--- config.mk ---
export PLATFORM = sky130hd
export DESIGN_NAME = mmfd_merge
export DESIGN_NICKNAME = d
export VERILOG_FILES = /design/src/mmfd_pkg.sv /design/src/mmfd_merge.sv
export SDC_FILE = /design/constraint.sdc
export NUM_CORES = 1
export LEC_CHECK = 0
export CAP_MARGIN = 20
export CORE_MARGIN = 2
export CORE_UTILIZATION = 25
export DETAILED_ROUTE_END_ITERATION = 8
export DONT_BUFFER_PORTS = 1
export GPL_TIMING_DRIVEN = 0
export PLACE_DENSITY = 0.44
export SYNTH_ARGS = -nofsm -noshare
export SYNTH_HDL_FRONTEND = slang
export SYNTH_SLANG_ARGS = --single-unit
--- constraint.sdc ---
create_clock -name i_clk -period 4 [get_ports i_clk]
set_clock_uncertainty 0.05 [all_clocks]
set_input_delay 1.2 -clock i_clk [delete_from_list [all_inputs] [get_ports i_clk]]
set_output_delay 1.2 -clock i_clk [all_outputs]
set_load 0.03 [all_outputs]
--- src/mmfd_pkg.sv ---
package mmfd_pkg;

    localparam int SAMPLE_W = 16;
    localparam int ANGLE_W  = 16;
    localparam int TILT_W   = 15;
    localparam int MAG_W    = 16;
    localparam int SQ_W     = 2 * SAMPLE_W;
    localparam int SUM_W    = SQ_W + 2;
    localparam int ROOT_W   = SUM_W / 2;
    localparam int REM_W    = ROOT_W + 2;
    localparam int LANE_LAT = ROOT_W + 2;
    localparam int OUT_LAT  = LANE_LAT + 1;

    localparam logic [TILT_W-1:0] TILT_RESET = TILT_W'(6000);

    typedef struct packed {
        logic signed [SAMPLE_W-1:0] accel_x;
        logic signed [SAMPLE_W-1:0] accel_y;
        logic signed [SAMPLE_W-1:0] accel_z;
        logic signed [SAMPLE_W-1:0] rate_x;
        logic signed [SAMPLE_W-1:0] rate_y;
        logic signed [SAMPLE_W-1:0] rate_z;
        logic signed [ANGLE_W-1:0]  pitch_angle;
        logic signed [ANGLE_W-1:0]  roll_angle;
    } t_in_item;

    typedef struct packed {
        logic [MAG_W-1:0] accel_magnitude;
        logic [MAG_W-1:0] rate_magnitude;
        logic             fall_detected;
    } t_result;

endpackage

--- src/mmfd_merge.sv ---
module mmfd_merge (
    input  logic                               i_clk,
    input  logic                               i_rst_n,
    input  logic signed [mmfd_pkg::ANGLE_W-1:0] i_pitch,
    input  logic signed [mmfd_pkg::ANGLE_W-1:0] i_roll,
    input  logic [mmfd_pkg::TILT_W-1:0]        i_tilt_limit,
    input  logic                               i_accel_vld,
    input  logic                               i_rate_vld,
    input  logic [mmfd_pkg::ROOT_W-1:0]        i_accel_root,
    input  logic [mmfd_pkg::ROOT_W-1:0]        i_rate_root,
    output logic                               o_done,
    output mmfd_pkg::t_result                  o_result
);
    import mmfd_pkg::*;

    function automatic logic [ANGLE_W:0] abs_angle(input logic [ANGLE_W-1:0] v);
        logic [ANGLE_W:0] ext;
        ext = {v[ANGLE_W-1], v};
        return v[ANGLE_W-1] ? (~ext + 1'b1) : ext;
    endfunction

    function automatic logic [MAG_W-1:0] saturate(input logic [ROOT_W-1:0] root);
        return ((root >> MAG_W) != '0) ? '1 : root[MAG_W-1:0];
    endfunction

    logic [ANGLE_W:0] n_limit;
    logic             n_fall;
    logic             r_fall [0:LANE_LAT-1];
    logic             r_done;
    t_result          r_result;

    always_comb begin
        n_limit = (ANGLE_W+1)'(i_tilt_limit);
        n_fall  = (abs_angle(i_pitch) > n_limit) || (abs_angle(i_roll) > n_limit);
    end

    always_ff @(posedge i_clk) begin
        r_fall[0] <= n_fall;
        for (int j = 1; j < LANE_LAT; j++) begin
            r_fall[j] <= r_fall[j-1];
        end
    end

    always_ff @(posedge i_clk) begin
        if (!i_rst_n) begin
            r_done <= 1'b0;
        end else begin
            r_done <= i_accel_vld & i_rate_vld;
        end
    end

    always_ff @(posedge i_clk) begin
        r_result.accel_magnitude <= saturate(i_accel_root);
        r_result.rate_magnitude  <= saturate(i_rate_root);
        r_result.fall_detected   <= r_fall[LANE_LAT-1];
    end

    assign o_done   = r_done;
    assign o_result = r_result;

endmodule

# == Word level (Yosys, flattened, before mapping) ==
# Memories as Yosys holds them, arrays and structs flattened. A register that Yosys moved wholly into a read port is not among the register bits.
# Index checks and enable logic that the tools add are counted.
# op_classes
addsub,2
bitwise_logic,3
muxes,2
reduce_logical,1
n_lt_le_gt_ge,2
# ops
op,count
"adder 17 x 1 -> 17 bit, second input constant",2
> comparator 17 x 15 -> 1 bit,2
2-to-1 mux 17 bit,2
NOT 17 bit,2
bitwise AND 1 bit,1
logical OR 1 bit,1
# totals
out_inout_bits,34
memories,1
wordCells,14
input_bits,85
ff_bits,33
ramBits,19
# memory_table
name,words,word_bits,read_ports,rd_ports_with_merged_regs,wr,line_no,text
r_fall,19,1,19,1,19,mmfd_merge.sv:28,logic r_fall [0:LANE_LAT-1];

# == Logic depth before layout (Yosys ltp) ==
# depth
word_depth,5
mapped_depth,12
mapped_depth_nobuf,12

# == Worst setup path before layout ==
# No wires, ideal clock.
# synth_timing
path_type,in2reg
from,input i_pitch[6] (netlist name)
to,memory r_fall[0]
stages,11
setup_ns,0.134
arrival_time_ns,4.051
required_time_ns,3.816
slack_ns,-0.235
path_buffers,0
cell_sequence,or4_4 > or3_4 > or3_4 > o31ai_1 > xnor2_1 > ha_1 > nand4_1 > nor2_1 > a221oi_1 > a221oi_1 > or4_1
# synth_rtl
item,line_no,text
start: declaration,mmfd_merge.sv:4,"input logic signed [mmfd_pkg::ANGLE_W-1:0] i_pitch,"
end: declaration,mmfd_merge.sv:28,

==> out/results.tsv <==
stage	metric	value	unit
pwr	power.leakage	0.00117	uW
timing	layout_worst_path_cycle_share	100	%
timing	drv_slew	0	
timing	slew_headroom	72.9	%
grt	grt.total_usage	10.1	%
layout	regArea	1060	um^2
cts	cts-root-buf	clkbuf_8	
route	drt-wirelength-per-cell	13.8	um
synthesis	synth_seq_cells	53	
die	core-area	10200	um^2
min_path	min_path_type	flop to flop	
place	dp_slack	-0.344	ns
place	post-dp-hpwl	4.88	mm
timing	finalSetupViolCount	0	
layout	multiInputGateArea	1470	um^2
pwr	power.density	393	nW/um^2
run_status	status	finished, final reports clean	
cts	cts_buffers	5	
grt	antenna_found_initial	0	
grt	overflow	0	
route	routed_via_density	4.57	
cts	cts.sinks	53	
timing	tightestPinTransition	0.406	ns
grt	grt_pass1_vias	1889	
die	rows	37	
timing	hold_violations	0	
pwr	vdd_drop_max	0.145	mV
critical_path	cp.arrival	4.13	ns
cts	htreeDepth	2	
die	dieArea	11200	um^2
synthesis	syn_area	2590	um^2
cts	cts_max_path_buffers	2	
layout	final_common_cell	dfxtp_1	
cts	clk_pin_slew	0.09	ns
die	ios	119	
grt	grt_max_degree	18	
route	drc_errors	0	
place	portBuffers	0	
synthesis	synth_cell_types	31	
timing	rsz0062_at_grt	yes	
cts	clk_latency	0.29	ns
timing	setup_ws	0.000392	ns
synthesis	yosysSeqAreaShare	40.9	%
synthesis	synthCells	265	
route	routed_wl	5.68	mm
synthesis	yosys_warnings	0	
layout	mostFrequentLayoutCells	dfxtp_1, or2_2, ha_1	
die	die_h	106	um
die	start_util	25.5	%
route	ant_nets	0	
layout	fill_cells	1097	
synthesis	syn-num-nets	382	
layout	num_antenna_cells	0	
timing	max_freq	0.250	GHz
run	maxCapViolCount	0	
critical_path	critPathLaunchType	primary input	
layout	syn_to_final_growth	12.2	%
cts	tritoncts	yes	
layout	nets	391	
critical_path	crit_required	4.13	ns
critical_path	cp_max_fo	3	
synthesis	syn_area_per_cell	9.79	um^2
place	place_congestion	0.747	
timing	fin_crit	4.00	ns
critical_path	cp-end-kind	flop	
layout	postLayoutCoreUtil	28.6	%
route	vias	1879	
critical_path	critPathKind	primary input to flop	
layout	final_layout_size_suffix_gt1_share	20.4	%
route	dr.pass1.iters	4	
die	fp.dieW	106	um
grt	grt_first_pass_wirelength	9.01	mm
route	drtIter0Drc	81	
## power breakdown
part	internal, uW	switching (uW)	total (uW)
Sequential	611	61.1	672
Clock	124	168	292
Combinational	91.0	89.2	180
## final timing paths
path / from / endpoint / slack [ns] / cells after the start
setup / recovery: i_pitch[6] / r_fall[0]$_DFF_P_ / 0.0004 / 11
hold / removal: r_fall[0]$_DFF_P_ / r_fall[1]$_DFF_P_ / 0.28 / 0
setup reg to reg: r_fall[18]$_DFF_P_ / o_result[0]$_DFF_P_ / 3.55 / 0
hold reg to reg: r_fall[0]$_DFF_P_ / r_fall[1]$_DFF_P_ / 0.28 / 0
## critical path, cell delays in order
cell,delay [ns]
or4_4,0.53
or3_4,0.35
or3_4,0.37
o31ai_4,0.19
xnor2_1,0.11
ha_1,0.31
nand4_1,0.14
nor2_1,0.08
a221oi_2,0.23
a221oi_1,0.10
or4_1,0.52
## registers in the layout (all words and copies together), names as in the netlist
| name | cells |
|---|---|
| o_done | 1 |
| r_fall | 19 |
| o_result | 33 |
## final cells by class
cell class	count	share of cell area, %
Inverter	21	2.71
Sequential cell	53	36.4
Clock buffer	5	2.36
Timing Repair Buffer	2	0.516
Clock inverter	3	0.731
Buffer	4	0.774
Multi-Input combinational cell	187	50.6
Tap cell	136	5.84
## metrics by stage
stage / hold slack, ns / power (uW) / cells / TNS (ns) / cell area (um^2)
after global routing: 0.292 / 1220 / 411 / -0.104 / 2910
after CTS: 0.286 / 1170 / 411 / 0 / 2900
final: 0.282 / 1140 / 411 / 0 / 2910
after global placement: 0.260 / 856 / 401 / -0.324 / 2770
after floorplan: 0.260 / 819 / 265 / -0.179 / 2600
after detailed placement: 0.262 / 860 / 401 / -0.344 / 2770
## routing by layer
layer | share of wire [%] | global-route usage [%]
met3 | 9.4 | 3.46
met5 | 0 | 0
met1 | 39 | 11.1
met2 | 50 | 18.2
met4 | 1.1 | 3.10
## synth_stat cells
| cell | instances | area share (%) |
|---|---|---|
| nor3_1 | 4 | 0.77 |
| nand2b_1 | 4 | 0.96 |
| or3_1 | 2 | 0.48 |
| dfxtp_1 | 53 | 41 |
| a211o_1 | 1 | 0.34 |
| buf_6 | 1 | 0.43 |
| nand3_1 | 4 | 0.77 |
| or4_4 | 1 | 0.43 |
| a21oi_1 | 6 | 1.2 |
| ha_1 | 32 | 15 |
| clkbuf_1 | 3 | 0.43 |
| o21ai_0 | 17 | 3.3 |
| nor4bb_1 | 1 | 0.39 |
| o211ai_1 | 2 | 0.58 |
| o21a_1 | 1 | 0.29 |
| o41ai_1 | 3 | 1.0 |
| or3_4 | 3 | 1.3 |
| nor4_1 | 4 | 0.96 |
| nand4_1 | 6 | 1.4 |
| xnor2_1 | 26 | 8.8 |
| and3_1 | 1 | 0.24 |
| o31ai_1 | 8 | 2.3 |
| a211oi_1 | 4 | 1.2 |
| nand2_1 | 12 | 1.7 |
| inv_1 | 21 | 3.0 |
| a221oi_1 | 2 | 0.68 |
| o41ai_2 | 1 | 0.63 |
| nor2_1 | 4 | 0.58 |
| or2_2 | 32 | 7.7 |
| or4_1 | 5 | 1.4 |
| or2b_2 | 1 | 0.34 |
## logic make-up (layout without fill, tap and decap cells)
family                     count (synthesis)  after routing  synth area share [%]
AOI/OAI and AO/OA                         45             45                  11.4
xor gates and xnor gates                  26             26                  8.78
adders and majority gates                 32             32                  15.4
buffers and inverters                     25             35                  3.91
DFF                                       53             53                  40.9
and+or+nand+nor                           84             84                  19.6
## timing repair
item	CTS	global route
setup buffers	2	0
hold buffers	0	0
resized for setup	4	2
endpoints found under the setup margin	1	1
pin swaps	4	2
(Power assumes the default switching activity.)
