File: src/mmfd_pkg.sv
package mmfd_pkg;

    localparam int SAMPLE_W = 16;
    localparam int ANGLE_W  = 16;
    localparam int TILT_W   = 15;
    localparam int MAG_W    = 16;
    localparam int SQ_W     = 2 * SAMPLE_W;
    localparam int SUM_W    = SQ_W + 2;
    localparam int ROOT_W   = SUM_W / 2;
    localparam int REM_W    = ROOT_W + 2;
    localparam int LANE_LAT = ROOT_W + 2;
    localparam int OUT_LAT  = LANE_LAT + 1;

    localparam logic [TILT_W-1:0] TILT_RESET = TILT_W'(6000);

    typedef struct packed {
        logic signed [SAMPLE_W-1:0] accel_x;
        logic signed [SAMPLE_W-1:0] accel_y;
        logic signed [SAMPLE_W-1:0] accel_z;
        logic signed [SAMPLE_W-1:0] rate_x;
        logic signed [SAMPLE_W-1:0] rate_y;
        logic signed [SAMPLE_W-1:0] rate_z;
        logic signed [ANGLE_W-1:0]  pitch_angle;
        logic signed [ANGLE_W-1:0]  roll_angle;
    } t_in_item;

    typedef struct packed {
        logic [MAG_W-1:0] accel_magnitude;
        logic [MAG_W-1:0] rate_magnitude;
        logic             fall_detected;
    } t_result;

endpackage

File: src/mmfd_lane.sv
module mmfd_lane (
    input  logic                                i_clk,
    input  logic                                i_rst_n,
    input  logic                                i_vld,
    input  logic signed [mmfd_pkg::SAMPLE_W-1:0] i_x,
    input  logic signed [mmfd_pkg::SAMPLE_W-1:0] i_y,
    input  logic signed [mmfd_pkg::SAMPLE_W-1:0] i_z,
    output logic                                o_vld,
    output logic [mmfd_pkg::ROOT_W-1:0]         o_root
);
    import mmfd_pkg::*;

    function automatic logic [SAMPLE_W-1:0] abs_val(input logic [SAMPLE_W-1:0] v);
        return v[SAMPLE_W-1] ? (~v + 1'b1) : v;
    endfunction

    logic [SQ_W-1:0]  r_sq_x;
    logic [SQ_W-1:0]  r_sq_y;
    logic [SQ_W-1:0]  r_sq_z;
    logic             r_vld_sq;
    logic [SUM_W-1:0] r_sum;
    logic             r_vld_sum;

    logic [SUM_W-1:0]  s_x    [0:ROOT_W];
    logic [REM_W-1:0]  s_rem  [0:ROOT_W];
    logic [ROOT_W-1:0] s_root [0:ROOT_W];
    logic              s_vld  [0:ROOT_W];

    logic [SUM_W-1:0]  r_x    [0:ROOT_W-1];
    logic [REM_W-1:0]  r_rem  [0:ROOT_W-1];
    logic [ROOT_W-1:0] r_root [0:ROOT_W-1];
    logic              r_vld  [0:ROOT_W-1];

    always_ff @(posedge i_clk) begin
        if (!i_rst_n) begin
            r_vld_sq  <= 1'b0;
            r_vld_sum <= 1'b0;
        end else begin
            r_vld_sq  <= i_vld;
            r_vld_sum <= r_vld_sq;
        end
    end

    always_ff @(posedge i_clk) begin
        r_sq_x <= SQ_W'(abs_val(i_x)) * SQ_W'(abs_val(i_x));
        r_sq_y <= SQ_W'(abs_val(i_y)) * SQ_W'(abs_val(i_y));
        r_sq_z <= SQ_W'(abs_val(i_z)) * SQ_W'(abs_val(i_z));
        r_sum  <= SUM_W'(r_sq_x) + SUM_W'(r_sq_y) + SUM_W'(r_sq_z);
    end

    assign s_x[0]    = r_sum;
    assign s_rem[0]  = '0;
    assign s_root[0] = '0;
    assign s_vld[0]  = r_vld_sum;

    for (genvar k = 0; k < ROOT_W; k++) begin : g_stage
        logic [REM_W-1:0] n_rem_sh;
        logic [REM_W-1:0] n_trial;
        logic             n_ge;

        always_comb begin
            n_rem_sh = {s_rem[k][REM_W-3:0], s_x[k][SUM_W-1 -: 2]};
            n_trial  = {s_root[k], 2'b01};
            n_ge     = (n_rem_sh >= n_trial);
        end

        always_ff @(posedge i_clk) begin
            if (!i_rst_n) begin
                r_vld[k] <= 1'b0;
            end else begin
                r_vld[k] <= s_vld[k];
            end
        end

        always_ff @(posedge i_clk) begin
            r_x[k]    <= s_x[k] << 2;
            r_rem[k]  <= n_ge ? (n_rem_sh - n_trial) : n_rem_sh;
            r_root[k] <= {s_root[k][ROOT_W-2:0], n_ge};
        end

        assign s_x[k+1]    = r_x[k];
        assign s_rem[k+1]  = r_rem[k];
        assign s_root[k+1] = r_root[k];
        assign s_vld[k+1]  = r_vld[k];
    end

    assign o_vld  = s_vld[ROOT_W];
    assign o_root = s_root[ROOT_W];

endmodule

File: config.mk
export PLATFORM = sky130hd
export DESIGN_NAME = mmfd_lane
export DESIGN_NICKNAME = d
export VERILOG_FILES = /design/src/mmfd_pkg.sv /design/src/mmfd_lane.sv
export SDC_FILE = /design/constraint.sdc
export NUM_CORES = 2
export LEC_CHECK = 0
export BUFFER_PORTS_ARGS = -buffer_cell sky130_fd_sc_hd__buf_2
export CAP_MARGIN = 10
export CORE_MARGIN = 8
export CORE_UTILIZATION = 50
export DETAILED_ROUTE_END_ITERATION = 8
export GPL_TIMING_DRIVEN = 0
export PLACE_DENSITY = 0.66
export SYNTH_ARGS = -nofsm -noshare
export SYNTH_HDL_FRONTEND = slang
export SYNTH_SLANG_ARGS = --single-unit
File: constraint.sdc
create_clock -name i_clk -period 11.95 [get_ports i_clk]
set_input_delay 2.39 -clock i_clk [delete_from_list [all_inputs] [get_ports i_clk]]
set_output_delay 2.39 -clock i_clk [all_outputs]
set_load 0.05 [all_outputs]
======== After elaboration in Yosys (flattened, before gate mapping) ========
Memory sizes are Yosys's and may differ from the RTL's.
Index checks and enable logic that the tools add are counted.
word-level totals
  input bits .............................. 51
  latch bits .............................. 0
  memories kept ........................... 4
  bits in read-only memories .............. 0
  word-level logic and storage cells ...... 111
  flip-flop bits (word level) ............. 132
  bits in writable memories ............... 1,173
memory list
  name    words  bits a word  read ports  clocked after memory_dff  wr ports  RTL line         source
  r_x     17     32           16          0                         17        mmfd_lane.sv:29  logic [SUM_W-1:0] r_x [0:ROOT_W-1];
  r_rem   17     19           16          0                         17        mmfd_lane.sv:30  logic [REM_W-1:0] r_rem [0:ROOT_W-1];
  r_root  17     17           17          0                         17        mmfd_lane.sv:31  logic [ROOT_W-1:0] r_root [0:ROOT_W-1];
  r_vld   17     1            17          0                         17        mmfd_lane.sv:32  logic r_vld [0:ROOT_W-1];
operators by class
  multiply operators ...................... 3
  add/sub/neg operators ................... 22
  multiplexer cells ....................... 39
  bitwise logic cells ..................... 20
  magnitude comparators ................... 17
  div/mod/pow operators ................... 0
  equality and inequality tests ........... 0
  reduce and logical (&&, ||, !) cells .... 0
  shift operators ......................... 0
operators with widths
  cell                   count
  $mux 19                17
  $ge 19x19->1           16
  $sub 19x19->19         16
  $mul 16x16->32         3
  $add 16x1->16 const B  3
  $mux 16                3
  $not 16->16            3
  $add 33x32->34         1
  $add 32x32->33         1
  $mux 1                 19
  $or 1x1->1             17
  $sub 2x1->3 const B    1
  $ge 2x1->1 const B     1

======== Depth between registers and ports, before layout ========
  word-level depth ........................ 4
  mapped depth ............................ 31
  mapped depth without buffers ............ 29

======== Worst setup path after synthesis ========
OpenSTA, ideal clock, no wires.
  path type ............................... input to register
  start ................................... input i_y[0] in the netlist's numbering
  end ..................................... register r_sq_y[22]
  stages .................................. 27
  arrival time ............................ 9.345 ns
  slack ................................... 2.483 ns
  cell sequence ........................... clkinv_1 clkbuf_1 ha_1 nand3b_1 or2_1 o41ai_4 xor2_2 nor2_1 fa_1 inv_1 fa_1 inv_1 fa_1 inv_1 fa_1 inv_1 fa_1 fa_1 ha_1 and4_1 a21o_1 a2111oi_1 o21bai_1 o2111ai_1 o22ai_1 nand2b_1 xor2_1
between the ends
  cells in the longest elaborated chain, start to end .. 4
ends and longest elaborated chain
  what                    RTL line         source
  start: declaration      mmfd_lane.sv:6   input logic signed [mmfd_pkg::SAMPLE_W-1:0] i_y,
  $not 16->16             mmfd_lane.sv:14  return v[SAMPLE_W-1] ? (~v + 1'b1) : v;
  $add 16x1->16           mmfd_lane.sv:14
  $mux 16 *               mmfd_lane.sv:14
  $mul 16x16->32 *        mmfd_lane.sv:46  r_sq_y <= SQ_W'(abs_val(i_y)) * SQ_W'(abs_val(i_y));
  end signal: assignment  mmfd_lane.sv:46
  end: declaration        mmfd_lane.sv:18  logic [SQ_W-1:0] r_sq_y;
Mark *: on every way between the ends. The rest lies on a longest branch, timed or not.
A chain may end at the register's enable or synchronous reset.

======== Final worst setup path ========
  start ................................... input i_x[0] in the netlist's numbering
  end ..................................... register r_sq_x[24]
between the ends
  cells in the longest elaborated chain, start to end .. 4
ends and longest elaborated chain
  what                    RTL line         source
  start: declaration      mmfd_lane.sv:5   input logic signed [mmfd_pkg::SAMPLE_W-1:0] i_x,
  $not 16->16             mmfd_lane.sv:14
  $add 16x1->16           mmfd_lane.sv:14
  $mux 16 *               mmfd_lane.sv:14
  $mul 16x16->32 *        mmfd_lane.sv:45  r_sq_x <= SQ_W'(abs_val(i_x)) * SQ_W'(abs_val(i_x));
  end signal: assignment  mmfd_lane.sv:45
  end: declaration        mmfd_lane.sv:17  logic [SQ_W-1:0] r_sq_x;
Marked as above.

==> summary.txt <==
status -> finished, final reports clean
Setup TNS Final -> 0 ps
vias in the first global route -> 35980
Post-DP HPWL -> 87050 um
cts hold-fix bufs -> 0
area of the mapped netlist -> 51390 um^2
clk_skew -> 37.25 ps
slew of the pin with the lowest slew margin -> 1336 ps
initial antenna violation count -> 0
antenna cells -> 0
residual DRC count -> 0
number of detailed-route iterations in the first pass -> 5
Post CTS Setup Buffer Count -> 0
Final ANT Viol Nets -> 0
nets@finish -> 6510
I/O pin count -> 69
number of synthesized flops with an enable pin -> 0
synthesized flop and latch total -> 825
initial core utilization -> 50.43%
Max-Cap Viols -> 0
fin crit share -> 90.34%
Async SR Flop Fraction -> 0%
origin of the critical flop-to-flop path -> r_sq_x[2]$_DFF_P_
Critical Setup Path Class -> input pin to flip-flop
initial DRC count -> 1888
worst path required time -> 12480 ps
worst-path maximum fanout -> 10
largest net degree at the start of global routing -> 17
TritonCTS clock tree -> done
total congestion overflow -> 0
fmax -> 92.63 MHz
ranking of synthesized cells by area -> dfxtp_1 32%, fa_1 20%, ha_1 12%
port bufs -> 67
unique cell type count in the Yosys netlist -> 94
clk root buf -> clkbuf_16
final hold vios -> 0
number of max-slew violations in the final report -> 0
vias -> 35190
delay-heaviest family, CP -> adder cells
share of layout cells above drive strength 1 -> 5.553%
area leader, netlist -> dfxtp_1
Tmin final -> 10800 ps
clock sink total -> 825
ys flop type -> dfxtp_1
die height -> 336.6 um
worst hold-check path type -> flip-flop to flip-flop
global-route wire length before repair -> 176500 um
DR WL/cell -> 15.47 um
top-count cell post-synth -> inv_1
Via density -> 5.116
All-Layer GR Usage -> 18.88%
Mapped Cells -> 5264
Core ar. -> 101900 um^2
Seq/Total Area, Yosys -> 32.14%
Worst EP arrival -> 11330 ps
Slew headroom -> 10.31%
Clock Tree Buf Depth -> 3
slowest stage cell, crit path -> xor2_1
Worst setup EP type -> flip-flop
Die ar. -> 113300 um^2
global placer's final weighted congestion -> 0.9127
Reg clk slew, reported paths -> 60 ps
Synth top area share -> 32.14%
Worst setup SP type -> input pin
die width -> 336.6 um
cell row count -> 117
unrepaired setup endpoints after global routing -> no
final WL -> 106400 um
Final setup viols -> 0
Worst Setup SP -> i_x[0]
cts bufs inserted -> 80
syn_area_per_cell -> 9.762 um^2
P&R area growth vs syn -> 9.535%
CP max stage delay -> 830 ps
synth warn -> 0
Post-synth top cells -> 903 x inv_1, 825 x dfxtp_1, 524 x fa_1
clock latency on the worst-skew pair -> 630 ps
CP Buf/Inv Count -> 9
Hold Startpoint -> r_x[0][104]$_DFF_P_
H-tree depth -> 3
Post-CTS Resized -> 0
## metrics by stage
step                hold WS [ps]  cell area, um^2  instances  util [%]  setup WS, ps
global placement           310.2            53560       6732     52.56         665.5
detailed placement         312.1            53560       6732     52.56         704.2
floorplan                  309.6            51510       5297         -          2483
finish                     295.4            56290       6879     55.24          1154
CTS                        286.3            56290       6879     55.24          1334
global route               303.6            56290       6879     55.24         707.2
## state kept, by name, summed over array words and instances (netlist names), 17 cells and up
signal / count
r_root: 153
r_sum: 34
r_vld: 17
r_x: 272
r_rem: 254
r_sq_y: 31
r_sq_x: 31
r_sq_z: 31
## logic make-up (layout without fill, tap and decap cells)
kind of cell	Yosys count	after routing	share of synthesized area, %
xor+xnor	334	334	5.737
other cells	2	35	0.01462
mux	50	50	1.132
buf+inv	1003	1217	7.400
fa+ha+maj	1013	1013	32.32
simple gates	1246	1246	11.42
flops	825	825	32.14
compound gates	791	791	9.837
## final cells by class
class / instances / area (um^2)
Clock buffer: 107 / 2243
Fill cell: 9183 / 45600
Inverter: 924 / 3468
Tap cell: 1368 / 1712
Multi-Input combinational cell: 3469 / 31190
Clock inverter: 40 / 485.5
Sequential cell: 825 / 16520
Buffer: 79 / 334.1
Timing Repair Buffer: 67 / 335.3
## final timing paths
check	endpoint	slack [ps]	cells after the start
worst max register to register	r_sum[31]$_DFF_P_	8330	14
worst min-delay path	r_x[0][138]$_DFF_P_	300	0
worst max-delay path	r_sq_x[24]$_DFF_P_	1150	30
worst min register to register	r_x[0][138]$_DFF_P_	300	0
## per-layer routing
metal | track usage, % | vias to the layer above | part of all wire (%)
met2 | 34.77 | 657 | 51
li1 | - | 17370 | -
met4 | 6.100 | 0 | 3.2
met1 | 22.74 | 16990 | 42
met3 | 2.399 | 174 | 3.7
met5 | 0 | - | 0
## layout by cell type, fill, tap and decap left out, types with 93 or more instances in the layout
cell type	synthesis	layout
a21oi_1	248	248
xor2_1	126	126
nor2_1	397	397
xnor2_1	205	205
inv_1	903	903
fa_1	524	524
a21o_1	93	93
dfxtp_1	825	825
nand2_1	362	362
o21ai_0	159	159
ha_1	489	489
## worst register-to-register path: stages (launching register included)
cell and delay [ps]:
dfxtp_1 370, inv_1 80, fa_1 430, inv_1 70, ha_1 190, inv_1 80, fa_1 450, nor2b_1 170
o31a_1 190, o221ai_1 190, a21oi_1 210, o31ai_1 140, o21ai_0 540, a31oi_1 240, xnor2_1 160
Power is left out: the tool's default activity adds up to more than one toggle a clock period on the data nets, which glitch-free logic cannot reach.
